===== src/rtl/intok_pkg.sv =====
// ----------------------------------------------------------------------------
// intok_pkg
// Shared types and constants of the identifier and number tokenizer
// ----------------------------------------------------------------------------
package intok_pkg;

  localparam int LENGTH_BITS_DEF = 16;
  localparam int LEN_OUT_W       = 16;
  localparam int VALUE_W         = 31;
  localparam int Q_DEPTH         = 2;
  localparam int Q_AW            = 1;

  localparam logic [VALUE_W-1:0] VALUE_MAX = 31'h7FFF_FFFF;

  localparam logic [7:0] CH_DOT   = 8'h2E;
  localparam logic [7:0] CH_UNDER = 8'h5F;
  localparam logic [7:0] CH_TAB   = 8'h09;
  localparam logic [7:0] CH_LF    = 8'h0A;
  localparam logic [7:0] CH_CR    = 8'h0D;
  localparam logic [7:0] CH_SPACE = 8'h20;
  localparam logic [7:0] CH_ZERO  = 8'h30;
  localparam logic [7:0] CH_NINE  = 8'h39;
  localparam logic [7:0] CH_UA    = 8'h41;
  localparam logic [7:0] CH_UZ    = 8'h5A;
  localparam logic [7:0] CH_LA    = 8'h61;
  localparam logic [7:0] CH_LZ    = 8'h7A;
  localparam logic [7:0] CH_NUL   = 8'h00;

  typedef enum logic [2:0] {
    CLS_END,
    CLS_SPACE,
    CLS_ALPHA,
    CLS_DIGIT,
    CLS_DOT,
    CLS_UNDER,
    CLS_OTHER
  } char_cls_t;

  typedef enum logic [2:0] {
    KIND_END     = 3'd0,
    KIND_FILE    = 3'd1,
    KIND_NAME    = 3'd2,
    KIND_NUM     = 3'd3,
    KIND_UNKNOWN = 3'd4
  } tok_kind_t;

  typedef enum logic [1:0] {
    MODE_IDLE,
    MODE_NAME,
    MODE_NUM
  } scan_mode_t;

  typedef struct packed {
    char_cls_t  cls;
    logic [3:0] digit;
  } tok_item_t;

  typedef struct packed {
    tok_kind_t            kind;
    logic [LEN_OUT_W-1:0] length;
    logic [VALUE_W-1:0]   value;
    logic                 last;
  } tok_result_t;

endpackage


===== src/rtl/intok_if.sv =====
// ----------------------------------------------------------------------------
// intok interfaces
// Byte request channel and token result channel
// ----------------------------------------------------------------------------
interface intok_in_if;
  logic       valid;
  logic       ready;
  logic [7:0] in_byte;

  modport source (output valid, output in_byte, input ready);
  modport sink   (input valid, input in_byte, output ready);
endinterface

interface intok_out_if;
  logic        valid;
  logic        ready;
  logic [2:0]  token_kind;
  logic [15:0] token_length;
  logic [30:0] number_value;
  logic        last_of_run;

  modport source (output valid, output token_kind, output token_length,
                  output number_value, output last_of_run, input ready);
  modport sink   (input valid, input token_kind, input token_length,
                  input number_value, input last_of_run, output ready);
endinterface


===== src/rtl/identifier_number_tokenizer_unit.sv =====
// ----------------------------------------------------------------------------
// identifier_number_tokenizer_unit
// Splits a text byte stream into name, file name, number, unknown and end
// tokens
//
//   channel   dir  handshake      payload
//   in_chan   in   valid/ready    in_byte
//   out_chan  out  valid/ready    token_kind, token_length, number_value,
//                                 last_of_run
//
// one byte request per cycle while the queue has room; a result passes the
// queue and the output register; a byte that closes a token and gives a
// second result holds the scanner while it waits in its holding register
// a two-entry queue parts the classifier from the scanner
// reset is synchronous and needs no clearing pass
// ----------------------------------------------------------------------------
module identifier_number_tokenizer_unit #(
  parameter int LENGTH_BITS = intok_pkg::LENGTH_BITS_DEF
) (
  input  logic clk,
  input  logic rst_n,
  intok_in_if.sink    in_chan,
  intok_out_if.source out_chan
);
  import intok_pkg::*;

  logic        q_ready;
  logic        q_push;
  tok_item_t   q_push_item;
  logic        q_pop;
  logic        q_valid;
  tok_item_t   q_pop_item;
  tok_result_t res;

  intok_front u_front (
    .in_valid (in_chan.valid),
    .in_byte  (in_chan.in_byte),
    .in_ready (in_chan.ready),
    .q_ready  (q_ready),
    .q_push   (q_push),
    .q_item   (q_push_item)
  );

  intok_queue u_queue (
    .clk        (clk),
    .rst_n      (rst_n),
    .push       (q_push),
    .push_item  (q_push_item),
    .push_ready (q_ready),
    .pop        (q_pop),
    .pop_valid  (q_valid),
    .pop_item   (q_pop_item)
  );

  intok_back #(
    .LENGTH_BITS (LENGTH_BITS)
  ) u_back (
    .clk       (clk),
    .rst_n     (rst_n),
    .q_valid   (q_valid),
    .q_item    (q_pop_item),
    .q_pop     (q_pop),
    .out_valid (out_chan.valid),
    .out_ready (out_chan.ready),
    .out_res   (res)
  );

  assign out_chan.token_kind   = res.kind;
  assign out_chan.token_length = res.length;
  assign out_chan.number_value = res.value;
  assign out_chan.last_of_run  = res.last;

`ifndef SYNTHESIS
  a_end_is_last: assert property (@(posedge clk) disable iff (!rst_n)
    (out_chan.valid && (res.kind == KIND_END || res.kind == KIND_UNKNOWN))
      |-> (res.last && res.length == LEN_OUT_W'(LENGTH_BITS'(1))))
    else $error("end or unknown token not last or not of length one");

  a_value_only_num: assert property (@(posedge clk) disable iff (!rst_n)
    (out_chan.valid && res.kind != KIND_NUM) |-> (res.value == '0))
    else $error("value on a token that is not a number");

  a_no_pop_empty: assert property (@(posedge clk) disable iff (!rst_n)
    q_pop |-> q_valid)
    else $error("scanner took from an empty queue");

  a_pair_order: assert property (@(posedge clk) disable iff (!rst_n)
    (out_chan.valid && out_chan.ready && !res.last) |=> out_chan.valid)
    else $error("second result of a byte did not follow its first");
`endif

endmodule


===== src/rtl/intok_front.sv =====
// ----------------------------------------------------------------------------
// intok_front
// Accepts text bytes and classifies them into character classes
// ----------------------------------------------------------------------------
module intok_front (
  input  logic                 in_valid,
  input  logic [7:0]           in_byte,
  output logic                 in_ready,
  input  logic                 q_ready,
  output logic                 q_push,
  output intok_pkg::tok_item_t q_item
);
  import intok_pkg::*;

  char_cls_t cls;

  always_comb begin
    if (in_byte == CH_NUL) begin
      cls = CLS_END;
    end else if (in_byte == CH_SPACE || in_byte == CH_TAB ||
                 in_byte == CH_LF || in_byte == CH_CR) begin
      cls = CLS_SPACE;
    end else if ((in_byte >= CH_LA && in_byte <= CH_LZ) ||
                 (in_byte >= CH_UA && in_byte <= CH_UZ)) begin
      cls = CLS_ALPHA;
    end else if (in_byte >= CH_ZERO && in_byte <= CH_NINE) begin
      cls = CLS_DIGIT;
    end else if (in_byte == CH_DOT) begin
      cls = CLS_DOT;
    end else if (in_byte == CH_UNDER) begin
      cls = CLS_UNDER;
    end else begin
      cls = CLS_OTHER;
    end
  end

  assign in_ready     = q_ready;
  assign q_push       = in_valid && q_ready;
  assign q_item.cls   = cls;
  assign q_item.digit = 4'(in_byte - CH_ZERO);

endmodule


===== src/rtl/intok_queue.sv =====
// ----------------------------------------------------------------------------
// intok_queue
// Short queue of classified requests between front and back
// ----------------------------------------------------------------------------
module intok_queue (
  input  logic                 clk,
  input  logic                 rst_n,
  input  logic                 push,
  input  intok_pkg::tok_item_t push_item,
  output logic                 push_ready,
  input  logic                 pop,
  output logic                 pop_valid,
  output intok_pkg::tok_item_t pop_item
);
  import intok_pkg::*;

  tok_item_t       mem_r [Q_DEPTH];
  logic [Q_AW-1:0] wr_ptr_r, wr_ptr_nxt;
  logic [Q_AW-1:0] rd_ptr_r, rd_ptr_nxt;
  logic [Q_AW:0]   count_r, count_nxt;

  assign push_ready = (count_r != (Q_AW+1)'(Q_DEPTH));
  assign pop_valid  = (count_r != '0);
  assign pop_item   = mem_r[rd_ptr_r];

  always_comb begin
    wr_ptr_nxt = wr_ptr_r;
    rd_ptr_nxt = rd_ptr_r;
    count_nxt  = count_r;
    if (push) begin
      wr_ptr_nxt = (wr_ptr_r == Q_AW'(Q_DEPTH - 1)) ? '0 : wr_ptr_r + 1'b1;
    end
    if (pop) begin
      rd_ptr_nxt = (rd_ptr_r == Q_AW'(Q_DEPTH - 1)) ? '0 : rd_ptr_r + 1'b1;
    end
    case ({push, pop})
      2'b10:   count_nxt = count_r + 1'b1;
      2'b01:   count_nxt = count_r - 1'b1;
      default: count_nxt = count_r;
    endcase
  end

  always_ff @(posedge clk) begin
    if (!rst_n) begin
      wr_ptr_r <= '0;
      rd_ptr_r <= '0;
      count_r  <= '0;
    end else begin
      wr_ptr_r <= wr_ptr_nxt;
      rd_ptr_r <= rd_ptr_nxt;
      count_r  <= count_nxt;
    end
  end

  always_ff @(posedge clk) begin
    if (push) begin
      mem_r[wr_ptr_r] <= push_item;
    end
  end

endmodule


===== src/rtl/intok_back.sv =====
// ----------------------------------------------------------------------------
// intok_back
// Token scanner: runs names and numbers, builds results, output register
// ----------------------------------------------------------------------------
module intok_back #(
  parameter int LENGTH_BITS = intok_pkg::LENGTH_BITS_DEF
) (
  input  logic                   clk,
  input  logic                   rst_n,
  input  logic                   q_valid,
  input  intok_pkg::tok_item_t   q_item,
  output logic                   q_pop,
  output logic                   out_valid,
  input  logic                   out_ready,
  output intok_pkg::tok_result_t out_res
);
  import intok_pkg::*;

  localparam int PW = VALUE_W + 4;

  scan_mode_t             mode_r, mode_nxt;
  logic                   dot_r, dot_nxt;
  logic [LENGTH_BITS-1:0] len_r, len_nxt;
  logic [VALUE_W-1:0]     val_r, val_nxt;
  logic                   out_valid_r, out_valid_nxt;
  tok_result_t            out_r, out_nxt;
  logic                   pend_valid_r, pend_valid_nxt;
  tok_result_t            pend_r, pend_nxt;

  logic                   slot_free;
  logic                   cont;
  logic                   flush;
  logic                   idle_res;
  tok_result_t            flush_tok;
  tok_result_t            idle_tok;
  tok_result_t            first_tok;
  logic [PW-1:0]          prod;
  logic [LENGTH_BITS-1:0] len_inc;

  assign slot_free = !out_valid_r || out_ready;
  assign q_pop     = q_valid && !pend_valid_r && slot_free;
  assign out_valid = out_valid_r;
  assign out_res   = out_r;

  assign prod    = PW'({val_r, 3'b000}) + PW'({val_r, 1'b0}) + PW'(q_item.digit);
  assign len_inc = (len_r == '1) ? len_r : len_r + 1'b1;

  always_comb begin
    cont = 1'b0;
    case (mode_r)
      MODE_NAME: cont = (q_item.cls == CLS_ALPHA) || (q_item.cls == CLS_DIGIT) ||
                        (q_item.cls == CLS_DOT) || (q_item.cls == CLS_UNDER);
      MODE_NUM:  cont = (q_item.cls == CLS_DIGIT);
      default:   cont = 1'b0;
    endcase
  end

  assign flush = ((mode_r == MODE_NAME) || (mode_r == MODE_NUM)) && !cont;

  // pending token closed by this request
  always_comb begin
    flush_tok.kind   = (mode_r == MODE_NUM) ? KIND_NUM : (dot_r ? KIND_FILE : KIND_NAME);
    flush_tok.length = LEN_OUT_W'(len_r);
    flush_tok.value  = (mode_r == MODE_NUM) ? val_r : '0;
    flush_tok.last   = 1'b0;
  end

  // result of the request taken from idle
  always_comb begin
    idle_res        = 1'b0;
    idle_tok.kind   = KIND_UNKNOWN;
    idle_tok.length = LEN_OUT_W'(LENGTH_BITS'(1));
    idle_tok.value  = '0;
    idle_tok.last   = 1'b1;
    case (q_item.cls)
      CLS_END: begin
        idle_res      = 1'b1;
        idle_tok.kind = KIND_END;
      end
      CLS_SPACE, CLS_ALPHA, CLS_DIGIT: idle_res = 1'b0;
      default: idle_res = 1'b1;
    endcase
  end

  always_comb begin
    first_tok      = flush ? flush_tok : idle_tok;
    first_tok.last = !(flush && idle_res);
  end

  always_comb begin
    mode_nxt       = mode_r;
    dot_nxt        = dot_r;
    len_nxt        = len_r;
    val_nxt        = val_r;
    out_valid_nxt  = out_valid_r && !out_ready;
    out_nxt        = out_r;
    pend_valid_nxt = pend_valid_r;
    pend_nxt       = pend_r;

    if (pend_valid_r && slot_free) begin
      out_valid_nxt  = 1'b1;
      out_nxt        = pend_r;
      pend_valid_nxt = 1'b0;
    end

    if (q_pop) begin
      if (cont) begin
        len_nxt = len_inc;
        if (q_item.cls == CLS_DOT) begin
          dot_nxt = 1'b1;
        end
        if (mode_r == MODE_NUM) begin
          val_nxt = (prod > PW'(VALUE_MAX)) ? VALUE_MAX : prod[VALUE_W-1:0];
        end
      end else begin
        mode_nxt = MODE_IDLE;
        case (q_item.cls)
          CLS_ALPHA: begin
            mode_nxt = MODE_NAME;
            dot_nxt  = 1'b0;
            len_nxt  = LENGTH_BITS'(1);
            val_nxt  = '0;
          end
          CLS_DIGIT: begin
            mode_nxt = MODE_NUM;
            dot_nxt  = 1'b0;
            len_nxt  = LENGTH_BITS'(1);
            val_nxt  = VALUE_W'(q_item.digit);
          end
          default: mode_nxt = MODE_IDLE;
        endcase
        if (flush || idle_res) begin
          out_valid_nxt = 1'b1;
          out_nxt       = first_tok;
        end
        if (flush && idle_res) begin
          pend_valid_nxt = 1'b1;
          pend_nxt       = idle_tok;
        end
      end
    end
  end

  always_ff @(posedge clk) begin
    if (!rst_n) begin
      mode_r       <= MODE_IDLE;
      dot_r        <= 1'b0;
      len_r        <= '0;
      val_r        <= '0;
      out_valid_r  <= 1'b0;
      pend_valid_r <= 1'b0;
    end else begin
      mode_r       <= mode_nxt;
      dot_r        <= dot_nxt;
      len_r        <= len_nxt;
      val_r        <= val_nxt;
      out_valid_r  <= out_valid_nxt;
      pend_valid_r <= pend_valid_nxt;
    end
  end

  always_ff @(posedge clk) begin
    out_r  <= out_nxt;
    pend_r <= pend_nxt;
  end

endmodule

===== src/flat_wrapper.sv =====
// flat-port wrapper written by rule: the top's interface ports become plain ports
module identifier_number_tokenizer_unit_flat import intok_pkg::*;
#(
  parameter int LENGTH_BITS = intok_pkg::LENGTH_BITS_DEF
)
  (clk, rst_n, in_chan_valid, in_chan_in_byte, in_chan_ready, out_chan_valid, out_chan_token_kind, out_chan_token_length, out_chan_number_value, out_chan_last_of_run, out_chan_ready);
  intok_in_if in_chan_i ();
  intok_out_if out_chan_i ();
  input  logic clk;
  input  logic rst_n;
  input wire logic [$bits(in_chan_i.valid)-1:0] in_chan_valid;
  input wire logic [$bits(in_chan_i.in_byte)-1:0] in_chan_in_byte;
  output wire logic [$bits(in_chan_i.ready)-1:0] in_chan_ready;
  output wire logic [$bits(out_chan_i.valid)-1:0] out_chan_valid;
  output wire logic [$bits(out_chan_i.token_kind)-1:0] out_chan_token_kind;
  output wire logic [$bits(out_chan_i.token_length)-1:0] out_chan_token_length;
  output wire logic [$bits(out_chan_i.number_value)-1:0] out_chan_number_value;
  output wire logic [$bits(out_chan_i.last_of_run)-1:0] out_chan_last_of_run;
  input wire logic [$bits(out_chan_i.ready)-1:0] out_chan_ready;
  assign in_chan_i.valid = in_chan_valid;
  assign in_chan_i.in_byte = in_chan_in_byte;
  assign in_chan_ready = in_chan_i.ready;
  assign out_chan_valid = out_chan_i.valid;
  assign out_chan_token_kind = out_chan_i.token_kind;
  assign out_chan_token_length = out_chan_i.token_length;
  assign out_chan_number_value = out_chan_i.number_value;
  assign out_chan_last_of_run = out_chan_i.last_of_run;
  assign out_chan_i.ready = out_chan_ready;
  identifier_number_tokenizer_unit #(.LENGTH_BITS(LENGTH_BITS)) u_core (.clk(clk), .rst_n(rst_n), .in_chan(in_chan_i), .out_chan(out_chan_i));
endmodule

===== config.mk =====
export PLATFORM = sky130hd
export DESIGN_NAME = identifier_number_tokenizer_unit_flat
export DESIGN_NICKNAME = d
export VERILOG_FILES = /design/src/rtl/intok_pkg.sv /design/src/rtl/intok_if.sv /design/src/rtl/identifier_number_tokenizer_unit.sv /design/src/rtl/intok_front.sv /design/src/rtl/intok_queue.sv /design/src/rtl/intok_back.sv /design/src/flat_wrapper.sv
export SDC_FILE = /design/constraint.sdc
export NUM_CORES = 1
export LEC_CHECK = 0
export BUFFER_PORTS_ARGS = -buffer_cell sky130_fd_sc_hd__buf_2
export CORE_UTILIZATION = 56
export CTS_BUF_LIST = sky130_fd_sc_hd__clkbuf_4 sky130_fd_sc_hd__clkbuf_8
export DETAILED_ROUTE_END_ITERATION = 8
export GPL_TIMING_DRIVEN = 0
export PLACE_DENSITY = 0.79
export SLEW_MARGIN = 10
export SYNTH_ARGS = -nofsm -noshare
export SYNTH_HDL_FRONTEND = slang
export SYNTH_SLANG_ARGS = --single-unit

===== constraint.sdc =====
create_clock -name clk -period 3.85 [get_ports clk]
set_input_delay 0.1925 -clock clk [delete_from_list [all_inputs] [get_ports clk]]
set_output_delay 0.1925 -clock clk [all_outputs]
set_load 0.05 [all_outputs]

== Word level (Yosys, flattened, before mapping) ==
Memories as Yosys holds them, arrays and structs flattened. A register that Yosys moved wholly into a read port is not among the register bits.
Cells that the tools add are included.

* $add $sub $neg: 8
* Order comparisons: 7
* Equal/unequal tests: 20
* Multiplexer cells: 43
* Bitwise logic cells: 1
* Reduce and logical (&&, ||, !) cells: 38

{| class="wikitable"
|+ Operator list
! cell !! number
|-
| 2-to-1 mux 51 bit || 5
|-
| 2-to-1 mux 31 bit || 4
|-
| one-hot mux 31 bit (2 select lines) || 1
|-
| 2-to-1 mux 16 bit || 3
|-
| adder 34 x 32 -> 35 bit || 1
|-
| adder 35 x 4 -> 35 bit || 1
|-
| > comparator 35 x 31 -> 1 bit, second input constant || 1
|-
| equality test 8 x 4 -> 1 bit, second input constant || 3
|-
| 2-to-1 mux 1 bit || 18
|-
| adder 16 x 1 -> 16 bit, second input constant || 1
|-
| equality test 16 bit, second input constant || 1
|-
| equality test 8 x 6 -> 1 bit, second input constant || 2
|-
| greater-or-equal comparator 8 x 7 -> 1 bit, second input constant || 2
|-
| less-or-equal comparator 8 x 7 -> 1 bit, second input constant || 2
|-
| 2-to-1 mux 3 bit || 5
|-
| AND reduction 3 bit || 4
|-
| logical AND 1 bit || 10
|-
| logical OR 1 bit || 10
|-
| equality test 8 x 7 -> 1 bit, second input constant || 1
|-
| greater-or-equal comparator 8 x 6 -> 1 bit, second input constant || 1
|-
| less-or-equal comparator 8 x 6 -> 1 bit, second input constant || 1
|-
| zero test 8 bit || 1
|-
| 2-to-1 mux 2 bit || 4
|-
| one-hot mux 2 bit (2 select lines) || 2
|-
| other kinds (20) || 33
|}

* Bits in registers: 110
* Bits in writable memories: 14
* Bits of input ports: 12
* Logic and storage cells: 132
* Memories: 1

{| class="wikitable"
|+ Memories
! name !! words !! width !! read ports !! clocked after Yosys merged registers in !! wr ports !! line !! RTL
|-
| u_core.u_queue.mem_r || 2 || 7 || 1 || 1 || 1 || intok_queue.sv:17 || <nowiki>tok_item_t mem_r [Q_DEPTH];</nowiki>
|}

== Depth between registers and ports, before layout ==
* Depth in word-level cells: 12
* Mapped depth: 15

== By module ==
A second synthesis with hierarchy kept.

* Cells, all modules: 728
* Area total of the unflattened synthesis: 6982.9 µm²

{| class="wikitable"
|+ Modules (own cells, without submodules)
! module !! times used !! cells an instance !! area an instance (µm²) !! sequential area each (µm²)
|-
| intok_back || 1 || 650 || 6013.3 || 2092.0
|-
| intok_queue || 1 || 44 || 720.7 || 520.5
|-
| intok_front || 1 || 34 || 249.0 || 0.0
|}

== Worst setup path before layout ==
Ideal clock, no wire load.

* Kind: register to register
* Start: register with a tool-made name
* End: register u_core.u_back.val_r[10]
* Library setup time: 0.117 ns
* Data arrival time: 3.490 ns
* Data required time: 3.733 ns
* Path slack: 0.243 ns
* Cell stages (with the launch flop): 15
* Path buffers: 1
* Cell sequence: dfxtp_1 -> buf_2 -> mux2_2 -> ha_1 -> ha_1 -> inv_1 -> fa_1 -> nand2b_1 -> a21oi_1 -> o41a_1 -> o21a_1 -> o2111ai_2 -> nand4b_4 -> or4_1 -> a22o_1

{| class="wikitable"
|+ RTL lines
! element !! line !! RTL
|-
| to (signal assigned) || intok_back.sv:156 || <nowiki>val_r <= val_nxt;</nowiki>
|-
| to (decl) || intok_back.sv:24 || <nowiki>logic [VALUE_W-1:0] val_r, val_nxt;</nowiki>
|}

==> flow_summary.ini <==
[outcome]
outcome = finished, violations left
failed_checks = negative setup slack

[placement]
place_congestion = 0.908
hpwl_um = 13800
place_inst = 1024
port_buffers = 64

[synthesis]
synthCells = 792
synth_area_leaders = dfxtp_1 30%, ha_1 11%, a22o_1 6.9%
synth_ff_type = dfxtp_1
seq_area_frac_synth_pct = 36.5
synth_fp_nets = 871
synth.distinct_cells = 75
yosys_warnings = 0
ys_ff_latch = 123
syn_area_um2 = 7150
ys_async_sr_fraction_pct = 0
yosysTopAreaCell = dfxtp_1
synth_edf_count = 15
yosys.area.top_type_share_pct = 30.2
synth.avg_cell_area_um2 = 9.03

[setup_path]
max_stage_delay_ns = 0.59
slowest_stage = fa_1
critPathCaptureType = register
crit_required_ns = 4.19
crit_arrival_ns = 4.19
cp_max_fo = 5
worstSetupStartpointType = register
critPathKind = register to register
cp_cell_sequence = buf_6 > mux2i_4 > fa_1 > inv_2 > ha_4 > a211oi_4 > o211ai_2 > nand3_2 > a2111oi_4 > or4_4 > a31oi_2 > or4_1 > a22o_1

[final_layout]
layout_commonest_cell = dfxtp_1
nets = 964
final_util_pct = 69.5
layout_common_cells = 107 x dfxtp_1, 83 x a21oi_1, 80 x buf_2
area_growth_pct = 18.7
drive_gt1_share_pct = 20.5
instances_no_fill = 1066
diodes = 0
nFillCells = 958

[route]
avgRoutedWirePerCell_um = 18.3
wl_um = 19500
drcViolationCount = 0
firstDrtPassIters = 5
ant_nets = 0
dr.first_iter.drc_count = 850
via_per_inst = 6.26
vias = 6672

[pwr]
p_leak_nw = 3.74
p_per_area_nw_per_um2 = 412
fin_total_pwr_mw = 3.50
vdd_drop_max_mv = 0.304

[global_route]
grt_pass1_vias = 6145
grt_max_degree = 17
gr-total-overflow = 0
grt_pass1_wl_um = 30100
gr-usage-all-layers_pct = 29.3
antenna_found_initial = 0

[clock_tree]
cts_made_buffers = 17
holdBufCountCts = 0
clock_latency_ns = 0.45
clk_pin_slew_ns = 0.07
clk_path_buf_depth = 2
clk_root_buffer_cell = clkbuf_8
cts_tree = done
cts.sinks = 123
htreeDepth = 4

[floorplan]
die_x_um = 115
dieHeight_um = 115
core-area_um2 = 12200
initial_utilization_pct = 58.6
rows = 40
dieArea_um2 = 13200
io_pins = 65

[sta]
setup_viol = 1
fin_crit_sh_pct = 100
fin_setup_tns_ns = -0.000342
skew_ns = 0.0163
hold_viol = 0
layout_setup_ws_ns = -0.000342
worst_pin_slew_ns = 0.981
drv_slew = 0
slew_headroom_pct = 33.9
fmax_ghz = 0.260
rsz0062_at_grt = yes
period_needed_ns = 3.85

[min_path]
hold_path_class = input port to register

[job]
maxCapViolCount = 0
==> metal layers <==
layer | track usage (%) | wire (µm) | up-vias
met2 | 46.9 | 8860 | 262
met5 | 0 | 0 | -
met1 | 38.6 | 8940 | 3199
met3 | 6.91 | 1160 | 49
met4 | 10.2 | 539 | 0
li1 | - | - | 3162
==> cells in the mapped netlist, types with 3 or more instances <==
library cell	number
a211oi_1	7
a21o_1	8
a21oi_1	85
a22o_1	56
a31oi_1	13
and2_1	6
and3_1	3
buf_2	18
buf_4	4
clkbuf_1	14
dfxtp_1	108
edfxtp_1	15
ha_1	65
inv_1	27
mux2_2	7
mux2i_1	5
nand2_1	69
nand2b_1	8
nand3_1	11
nand4_1	12
nor2_1	51
nor3_1	15
nor3b_1	3
nor4_1	3
o211ai_1	7
o21ai_0	33
o21ai_1	7
o21bai_1	6
o41ai_1	11
or3_1	17
or4_1	9
xnor2_1	20
xor2_1	14
==> timing repair <==
action	in CTS	in global routing
gates cloned	1	1
resized for setup	15	34
setup endpoints to repair	31	30
pin swaps	4	17
buffers inserted	2	6
==> report_power, final <==
part	total, mW	internal, mW	switching, mW
Combinational	0.787	0.247	0.540
Sequential	1.42	1.38	0.0412
Clock	1.30	0.788	0.510
Total	3.50	2.41	1.09
==> flip-flops by register name (all words and copies together) (netlist names), named ones only <==
| name | count |
|---|---|
| u_core.u_back.val_r | 31 |
| u_core.u_queue.rd_ptr_r | 1 |
| u_core.u_back.mode_r | 2 |
| u_core.u_back.pend_valid_r | 1 |
| u_core.u_back.len_r | 16 |
| u_core.u_back.pend_r | 1 |
| u_core.u_back.out_valid | 1 |
| u_core.u_queue.wr_ptr_r | 1 |
| u_core.u_queue.mem_r | 14 |
| u_core.u_back.dot_r | 1 |
| u_core.u_back.out_res | 51 |
| u_core.u_queue.count_r | 2 |
==> worst max-delay path: cells and delay by family (launching register included) <==
family | cells | cell delay, ns
flip-flops | 1 | 0.32
AO/OA/AOI/OAI | 5 | 1.18
adder cells (fa/ha/maj) | 2 | 0.86
AND/OR/NAND/NOR | 3 | 1.00
multiplexers | 1 | 0.19
buffers and inverters | 2 | 0.17
==> cell families (layout without fill, tap and decap cells) <==
family,count (synthesis),count (layout),share of synthesized area (%)
DFF,123,123,36.5
adders and majority gates,67,67,11.9
xor gates and xnor gates,34,34,4.16
muxes,13,13,1.99
AOI/OAI and AO/OA,266,267,25.7
and+or+nand+nor,222,223,15.5
buffers and inverters,67,171,4.20
==> metrics by stage <==
step                      instance area, µm²  hold slack, ns  worst slack, ns
after global placement                  7680           0.430           -0.478
after detailed placement                7680           0.437           -0.495
final                                   8490          0.0411        -0.000342
after global routing                    8490          0.0303          -0.0857
after CTS                               8240          0.0173          -0.0182
after floorplan                         7150           0.291            0.243
==> path summary, 6_finish.rpt <==
path	startpoint	to	cells past startpoint	slack, ns
max	register	u_core.u_back.val_r[24]$_SDFFE_PN0P_	13	-0.0003
min	in_chan_in_byte[1]	u_core.u_queue.mem_r[1][1]$_DFFE_PP_	1	0.04
max reg2reg	register	u_core.u_back.val_r[24]$_SDFFE_PN0P_	13	-0.0003
min reg2reg	u_core.u_back.out_res[32]$_DFF_P_	u_core.u_back.out_res[32]$_DFF_P_	2	0.45
==> final cells by class <==
type,count,area (µm²),area share (%)
inverter,28,105,1.24
clock inverter,13,198,2.33
multi-input combinational,604,4520,53.2
sequential,123,2610,30.8
tap,168,210,2.48
buffer,39,209,2.46
clock buffer,19,255,3.01
timing repair buffer,72,380,4.48
Note: power is estimated with default switching activity, not from simulation.
